===== src/hdl/prsgm_pkg.sv =====
// package for the pixel run segmenter with gap merge
// holds widths, register indexes, reset values, result types and the result builder
// no dependencies
package prsgm_pkg;

	localparam int MAX_ROW_PIXELS = 1024;
	localparam int COL_W          = $clog2(MAX_ROW_PIXELS);
	localparam int WID_W          = COL_W + 1;
	localparam int CFG_W          = 11;
	localparam int CFG_IDX_W      = 2;

	localparam logic [CFG_IDX_W-1:0] REG_MIN_RUN_WIDTH  = 2'd0;
	localparam logic [CFG_IDX_W-1:0] REG_MERGE_GAP      = 2'd1;
	localparam logic [CFG_IDX_W-1:0] REG_WIDE_WIDTH_MIN = 2'd2;

	localparam logic [CFG_W-1:0] RST_MIN_RUN_WIDTH  = 11'd5;
	localparam logic [CFG_W-1:0] RST_MERGE_GAP      = 11'd10;
	localparam logic [CFG_W-1:0] RST_WIDE_WIDTH_MIN = 11'd288;

	localparam logic [COL_W-1:0] LAST_COL = COL_W'(MAX_ROW_PIXELS - 1);

	localparam int Q_DEPTH = 4;
	localparam int QPTR_W  = $clog2(Q_DEPTH);
	localparam int QCNT_W  = $clog2(Q_DEPTH + 1);

	typedef struct packed {
		logic [CFG_W-1:0] min_run_width;
		logic [CFG_W-1:0] merge_gap;
		logic [CFG_W-1:0] wide_width_min;
	} cfg_t;

	typedef struct packed {
		logic             seg_present;
		logic [COL_W-1:0] seg_left;
		logic [COL_W-1:0] seg_right;
		logic [WID_W-1:0] seg_width;
		logic             seg_wide;
		logic             row_done;
	} result_t;

	// up to two results per pixel, a first
	typedef struct packed {
		logic [1:0] n;
		result_t    a;
		result_t    b;
	} push_t;

	function automatic result_t make_result(
		input logic             present,
		input logic [COL_W-1:0] left,
		input logic [COL_W-1:0] right,
		input logic             done,
		input logic [CFG_W-1:0] wide_min
	);
		result_t          r;
		logic [WID_W-1:0] w;
		w = {1'b0, right} - {1'b0, left} + WID_W'(1);
		r.seg_present = present;
		r.seg_left    = present ? left : '0;
		r.seg_right   = present ? right : '0;
		r.seg_width   = present ? w : '0;
		r.seg_wide    = present & (w >= wide_min);
		r.row_done    = done;
		return r;
	endfunction

endpackage


===== src/hdl/prsgm_seg.sv =====
// run tracking and gap merge state, one pixel per beat
// builds up to two results per beat for the result queue; uses prsgm_pkg
module prsgm_seg (
	input  logic            clk,
	input  logic            arst_n,
	input  logic            take,
	input  logic            pixel_on,
	input  logic            row_end,
	input  prsgm_pkg::cfg_t cfg,
	output prsgm_pkg::push_t push
);
	import prsgm_pkg::*;

	logic [COL_W-1:0] column_q;
	logic             run_active_q;
	logic [COL_W-1:0] run_start_q;
	logic             pend_v_q;
	logic [COL_W-1:0] pend_l_q;
	logic [COL_W-1:0] pend_r_q;

	logic             last;
	logic             close;
	logic [COL_W-1:0] run_l;
	logic [COL_W-1:0] run_r;
	logic [WID_W-1:0] run_w;
	logic [WID_W-1:0] gap;
	logic             keep;
	logic             merge;
	logic             emit_old;
	logic             pv_t;
	logic [COL_W-1:0] pl_t;
	logic [COL_W-1:0] pr_t;
	result_t          res_old;
	result_t          res_fin;

	always_comb begin
		last     = row_end | (column_q == LAST_COL);
		close    = pixel_on ? last : run_active_q;
		run_l    = (pixel_on & ~run_active_q) ? column_q : run_start_q;
		run_r    = pixel_on ? column_q : column_q - COL_W'(1);
		run_w    = {1'b0, run_r} - {1'b0, run_l} + WID_W'(1);
		keep     = close & (run_w >= cfg.min_run_width);
		gap      = {1'b0, run_l} - {1'b0, pend_r_q};
		merge    = keep & pend_v_q & (gap <= cfg.merge_gap);
		emit_old = keep & ~merge & pend_v_q;
		pv_t     = pend_v_q | keep;
		pl_t     = (keep & ~merge) ? run_l : pend_l_q;
		pr_t     = keep ? run_r : pend_r_q;
		res_old  = make_result(1'b1, pend_l_q, pend_r_q, 1'b0, cfg.wide_width_min);
		res_fin  = make_result(pv_t, pl_t, pr_t, 1'b1, cfg.wide_width_min);
		push.a   = emit_old ? res_old : res_fin;
		push.b   = res_fin;
		if (!take) begin
			push.n = 2'd0;
		end else begin
			push.n = 2'({1'b0, emit_old} + {1'b0, last});
		end
	end

	always_ff @(posedge clk or negedge arst_n) begin
		if (!arst_n) begin
			column_q     <= '0;
			run_active_q <= 1'b0;
			run_start_q  <= '0;
			pend_v_q     <= 1'b0;
			pend_l_q     <= '0;
			pend_r_q     <= '0;
		end else if (take) begin
			column_q     <= last ? '0 : column_q + COL_W'(1);
			run_active_q <= pixel_on & ~last;
			run_start_q  <= run_l;
			pend_v_q     <= pv_t & ~last;
			pend_l_q     <= pl_t;
			pend_r_q     <= pr_t;
		end
	end

endmodule


===== src/hdl/prsgm_outq.sv =====
// small result queue, takes up to two results per beat and gives one per beat on pop
// uses prsgm_pkg
module prsgm_outq (
	input  logic              clk,
	input  logic              arst_n,
	input  prsgm_pkg::push_t  push,
	input  logic              pop,
	output logic              full2,
	output logic              not_empty,
	output prsgm_pkg::result_t head
);
	import prsgm_pkg::*;

	result_t           mem_q [Q_DEPTH];
	logic [QPTR_W-1:0] wp_q;
	logic [QPTR_W-1:0] rp_q;
	logic [QCNT_W-1:0] cnt_q;

	assign not_empty = cnt_q != '0;
	assign full2     = cnt_q > QCNT_W'(Q_DEPTH - 2);
	assign head      = mem_q[rp_q];

	always_ff @(posedge clk) begin
		if (push.n != 2'd0) begin
			mem_q[wp_q] <= push.a;
		end
		if (push.n == 2'd2) begin
			mem_q[wp_q + QPTR_W'(1)] <= push.b;
		end
	end

	always_ff @(posedge clk or negedge arst_n) begin
		if (!arst_n) begin
			wp_q  <= '0;
			rp_q  <= '0;
			cnt_q <= '0;
		end else begin
			wp_q  <= wp_q + QPTR_W'(push.n);
			rp_q  <= rp_q + QPTR_W'(pop);
			cnt_q <= cnt_q + QCNT_W'(push.n) - QCNT_W'(pop);
		end
	end

endmodule


===== src/hdl/pixel_run_segmenter_gap_merge_core.sv =====
// a four-entry result queue registers results and stalls input when fewer than two entries
// are free; throughput: one pixel per cycle unless in_stall is high, and a row end may give
// two results, drained from the queue one per cycle unless out_stall is high
// reset: arst_n clears column, run and pending state and the queue, registers to defaults
// top level: configuration registers, segment tracker and result queue; uses prsgm_pkg
module pixel_run_segmenter_gap_merge_core (
	input  logic                            clk,
	input  logic                            arst_n,
	input  logic                            in_valid,
	output logic                            in_stall,
	input  logic                            pixel_on,
	input  logic                            row_end,
	output logic                            out_valid,
	input  logic                            out_stall,
	output logic                            seg_present,
	output logic [prsgm_pkg::COL_W-1:0]     seg_left,
	output logic [prsgm_pkg::COL_W-1:0]     seg_right,
	output logic [prsgm_pkg::WID_W-1:0]     seg_width,
	output logic                            seg_wide,
	output logic                            row_done,
	input  logic                            cfg_we,
	input  logic [prsgm_pkg::CFG_IDX_W-1:0] cfg_index,
	input  logic [prsgm_pkg::CFG_W-1:0]     cfg_data
);
	import prsgm_pkg::*;

	cfg_t    cfg_q;
	push_t   push;
	result_t head;
	logic    full2;
	logic    take;
	logic    pop;

	always_ff @(posedge clk or negedge arst_n) begin
		if (!arst_n) begin
			cfg_q.min_run_width  <= RST_MIN_RUN_WIDTH;
			cfg_q.merge_gap      <= RST_MERGE_GAP;
			cfg_q.wide_width_min <= RST_WIDE_WIDTH_MIN;
		end else if (cfg_we) begin
			case (cfg_index)
				REG_MIN_RUN_WIDTH:  cfg_q.min_run_width  <= cfg_data;
				REG_MERGE_GAP:      cfg_q.merge_gap      <= cfg_data;
				REG_WIDE_WIDTH_MIN: cfg_q.wide_width_min <= cfg_data;
				default: ;
			endcase
		end
	end

	assign in_stall = full2;
	assign take     = in_valid & ~full2;
	assign pop      = out_valid & ~out_stall;

	prsgm_seg u_seg (
		.clk      (clk),
		.arst_n   (arst_n),
		.take     (take),
		.pixel_on (pixel_on),
		.row_end  (row_end),
		.cfg      (cfg_q),
		.push     (push)
	);

	prsgm_outq u_outq (
		.clk       (clk),
		.arst_n    (arst_n),
		.push      (push),
		.pop       (pop),
		.full2     (full2),
		.not_empty (out_valid),
		.head      (head)
	);

	assign seg_present = head.seg_present;
	assign seg_left    = head.seg_left;
	assign seg_right   = head.seg_right;
	assign seg_width   = head.seg_width;
	assign seg_wide    = head.seg_wide;
	assign row_done    = head.row_done;

endmodule


===== config.mk =====
export PLATFORM = sky130hd
export DESIGN_NAME = pixel_run_segmenter_gap_merge_core
export DESIGN_NICKNAME = d
export VERILOG_FILES = /design/src/hdl/prsgm_pkg.sv /design/src/hdl/prsgm_seg.sv /design/src/hdl/prsgm_outq.sv /design/src/hdl/pixel_run_segmenter_gap_merge_core.sv
export SDC_FILE = /design/constraint.sdc
export NUM_CORES = 1
export LEC_CHECK = 0
export BUFFER_PORTS_ARGS = -buffer_cell sky130_fd_sc_hd__buf_2
export CORE_ASPECT_RATIO = 1.75
export CORE_UTILIZATION = 55
export DETAILED_ROUTE_END_ITERATION = 12
export PLACE_DENSITY = 0.77
export SLEW_MARGIN = 25
export SYNTH_ARGS = -nofsm -noshare
export SYNTH_HDL_FRONTEND = slang
export SYNTH_SLANG_ARGS = --single-unit

===== constraint.sdc =====
create_clock -name clk -period 12.2 [get_ports clk]
set_clock_uncertainty 0.15 [all_clocks]
set_input_delay 0.61 -clock clk [delete_from_list [all_inputs] [get_ports clk]]
set_output_delay 0.61 -clock clk [all_outputs]
set_load 0.05 [all_outputs]

==> results.cfg <==
[status]
status = complete, no violations

[worst_setup_path]
path_class = reg -> reg
cp_num_buf_inv = 7
cp_slowest_cell = a2111oi_0
path_max_fanout = 41
worstPathArrival_ns = 9.91
startpoint_type = register
worst_path_largest_cell_delay_ns = 0.61
path_delay_family = compound AO/OA/AOI/OAI gates
cp-end-kind = register
worstPathRequired_ns = 12.28
cpMostUsedCell = ha_1

[yosys]
ys_types = 73
ys_warn_count = 0
seq_area_frac_synth = 0.451
synthSimpleGateAreaFrac = 0.0873
syn_nets = 1359
syn_avg_cell_area_um2 = 11.1
synth_compound_area_frac = 0.176
synth_top_area_frac = 0.293
synth_top_cells_by_area = edfxtp_1 (29%), dfrtp_1 (14%), ha_1 (11%)
synth-edff-count = 132
synthCells = 1215
synthXorXnorAreaFrac = 0.0272
synth_mux_area_frac = 0.0898
synth-seq-cells = 218
synth_largest_area_cell = edfxtp_1
synthAdderAreaFrac = 0.117
async_flop_share = 0.376
synth_top_family_by_area = compound AO/OA/AOI/OAI gates
syn-cell-area_um2 = 13500
synthFlopType = edfxtp_1

[clock_network]
cts_num_sinks = 218
ctsHoldBuffers = 1
ctsHtreeMaxLevel = 1
cts_resized = 0
clockBufferDepth = 3
clkTransAtPathRegs_ns = 0.07
cts_made_buffers = 21
post_cts.repair.setup_buffers = 0
cts_tree = built
clk_latency_ns = 0.53
cts_root_buf = clkbuf_16

[global_route]
antenna_found_initial = 0
grt_max_degree = 62
grt_usage = 0.291
grt_pass1_wl_um = 56000
overflow = 0
grt_pass1_vias = 10300

[placed_design]
place_congestion = 0.965
dp_hpwl_um = 26000
port_buffers = 55

[finish]
fill_cells = 1902
multiInputGateArea_um2 = 6750
syn2layout_area_growth_pct = 9.09
ff_latch_area_um2 = 6100
nets = 1388
n_antenna_cell = 0
drive_gt1_frac = 0.163

[routing]
routed_wl_um = 35700
drt_iter0_drc = 983
via_count = 10200
ant_nets = 0
wire_per_inst_um = 22.8
drc_errors = 0
firstDrtPassIters = 5
viasPerCell = 6.53

[hold_path]
hold_path_class = in -> reg

[sta]
period_needed_ns = 9.82
tightest_slew_ns = 0.781
max-slew-margin-rel = 0.464
clock.fmax_ghz = 0.102
setup_violations = 0
rsz0062_at_grt = false
fin_tns_setup_ns = 0
slew_viol_final = 0
hold_viol = 0
period_share = 0.805

[floorplanning]
core_um2 = 24100
rows = 75
die_x_um = 121
start_util = 0.562
boundaryPins = 56
die_h_um = 210
die_area_um2 = 25300

[run]
max_cap_violations = 0
==> cell type report <==
type                            instances  area share
Clock buffer                           29      0.0408
Clock inverter                          9     0.00703
Inverter                              100      0.0254
Multi-Input combinational cell        825       0.457
Sequential cell                       218       0.413
Tap cell                              308      0.0261
Timing Repair Buffer                   78      0.0306
==> cell usage after synthesis (22+ instances only) <==
cell type	instances
ha_1	119
nor2_1	65
o21ai_0	76
inv_1	99
a22o_1	66
o22ai_1	36
edfxtp_1	132
mux2_2	32
a21oi_1	51
dfrtp_1	76
xnor2_1	22
nand2_1	79
mux4_2	34
clkbuf_1	48
==> layer usage <==
| layer | GRT usage | wire [µm] | vias up |
|---|---|---|---|
| met5 | 0 | 0 | - |
| met4 | 0.198 | 2530 | 0 |
| met3 | 0.0340 | 2090 | 146 |
| met2 | 0.518 | 18800 | 460 |
| met1 | 0.321 | 12300 | 5016 |
| li1 | - | - | 4606 |
==> sequential cells by signal, indices dropped and copies added, names as in the netlist <==
register	count
u_outq.wp_q	2
u_seg.run_start_q	10
u_seg.column_q	10
u_outq.cnt_q	3
u_outq.rp_q	2
u_seg.pend_r_q	10
u_outq.mem_q	136
u_seg.run_active_q	1
u_seg.pend_v_q	1
u_seg.pend_l_q	10
cfg_q	33
==> logic make-up (layout without fill, tap and decap cells) <==
kind of cell    Yosys count  in the layout
flops                   218            218
buf+inv                 172            216
xor+xnor                 42             42
simple gates            241            241
mux                      75             75
fa+ha+maj               124            124
compound gates          343            343
==> cell usage in the layout, fill, tap and decap left out, types with 7 or more instances in the layout <==
cell,netlist,layout
edfxtp_1,132,132
ha_1,119,119
inv_1,99,99
nand2_1,79,79
o21ai_0,76,76
dfrtp_1,76,75
a22o_1,66,66
nor2_1,65,63
buf_2,12,54
a21oi_1,51,51
o22ai_1,36,36
mux4_2,34,34
mux2_2,32,32
clkbuf_16,0,23
buf_4,3,23
xnor2_1,22,22
xor2_1,20,20
o2bb2ai_1,20,20
nand3_1,14,14
a21o_1,13,13
nor3_1,13,13
and2_1,10,10
a22oi_1,10,10
mux2i_1,9,9
o21ai_1,8,8
o211ai_1,8,8
a32o_1,8,8
nand2b_1,7,7
o31ai_1,7,7
nand4_1,7,7
==> worst paths after layout <==
kind | startpoint | endpoint | slack [ns] | cells after the start
setup reg to reg | u_seg.run_active_q | u_outq.mem_q[0][1] | 2.38 | 41
setup / recovery | u_seg.run_active_q | u_outq.mem_q[0][1] | 2.38 | 41
min in group asynchronous | arst_n | u_outq.cnt_q[2] | 0.37 | 2
max in group asynchronous | arst_n | u_seg.column_q[3] | 10.46 | 3
hold / removal | cfg_data[5] | cfg_q[27] | 0.20 | 3
hold reg to reg | u_seg.run_start_q[4] | u_seg.run_start_q[4] | 0.34 | 2
==> through the flow <==
stage | cells | hold slack (ns) | cell area (µm²) | util | worst slack [ns]
after global placement | 1528 | 0.295 | 14100 | 0.583 | 2.62
after global routing | 1567 | 0.210 | 14800 | 0.613 | 1.73
after CTS | 1567 | 0.198 | 14800 | 0.613 | 2.39
final | 1567 | 0.200 | 14800 | 0.613 | 2.38
after detailed placement | 1528 | 0.326 | 14100 | 0.583 | 2.05
after floorplan | 1215 | 0.164 | 13500 | - | 2.97
==> worst min-delay path: cells and delay by family <==
| family | cells | cell delay [ns] |
|---|---|---|
| buffers and inverters | 1 | 0.10 |
| AOI/OAI and AO/OA | 1 | 0.06 |
| and+or+nand+nor | 1 | 0.04 |
Power is not shown: default switching activity piles up to over one toggle a cycle in this logic, so the estimate is an artifact.
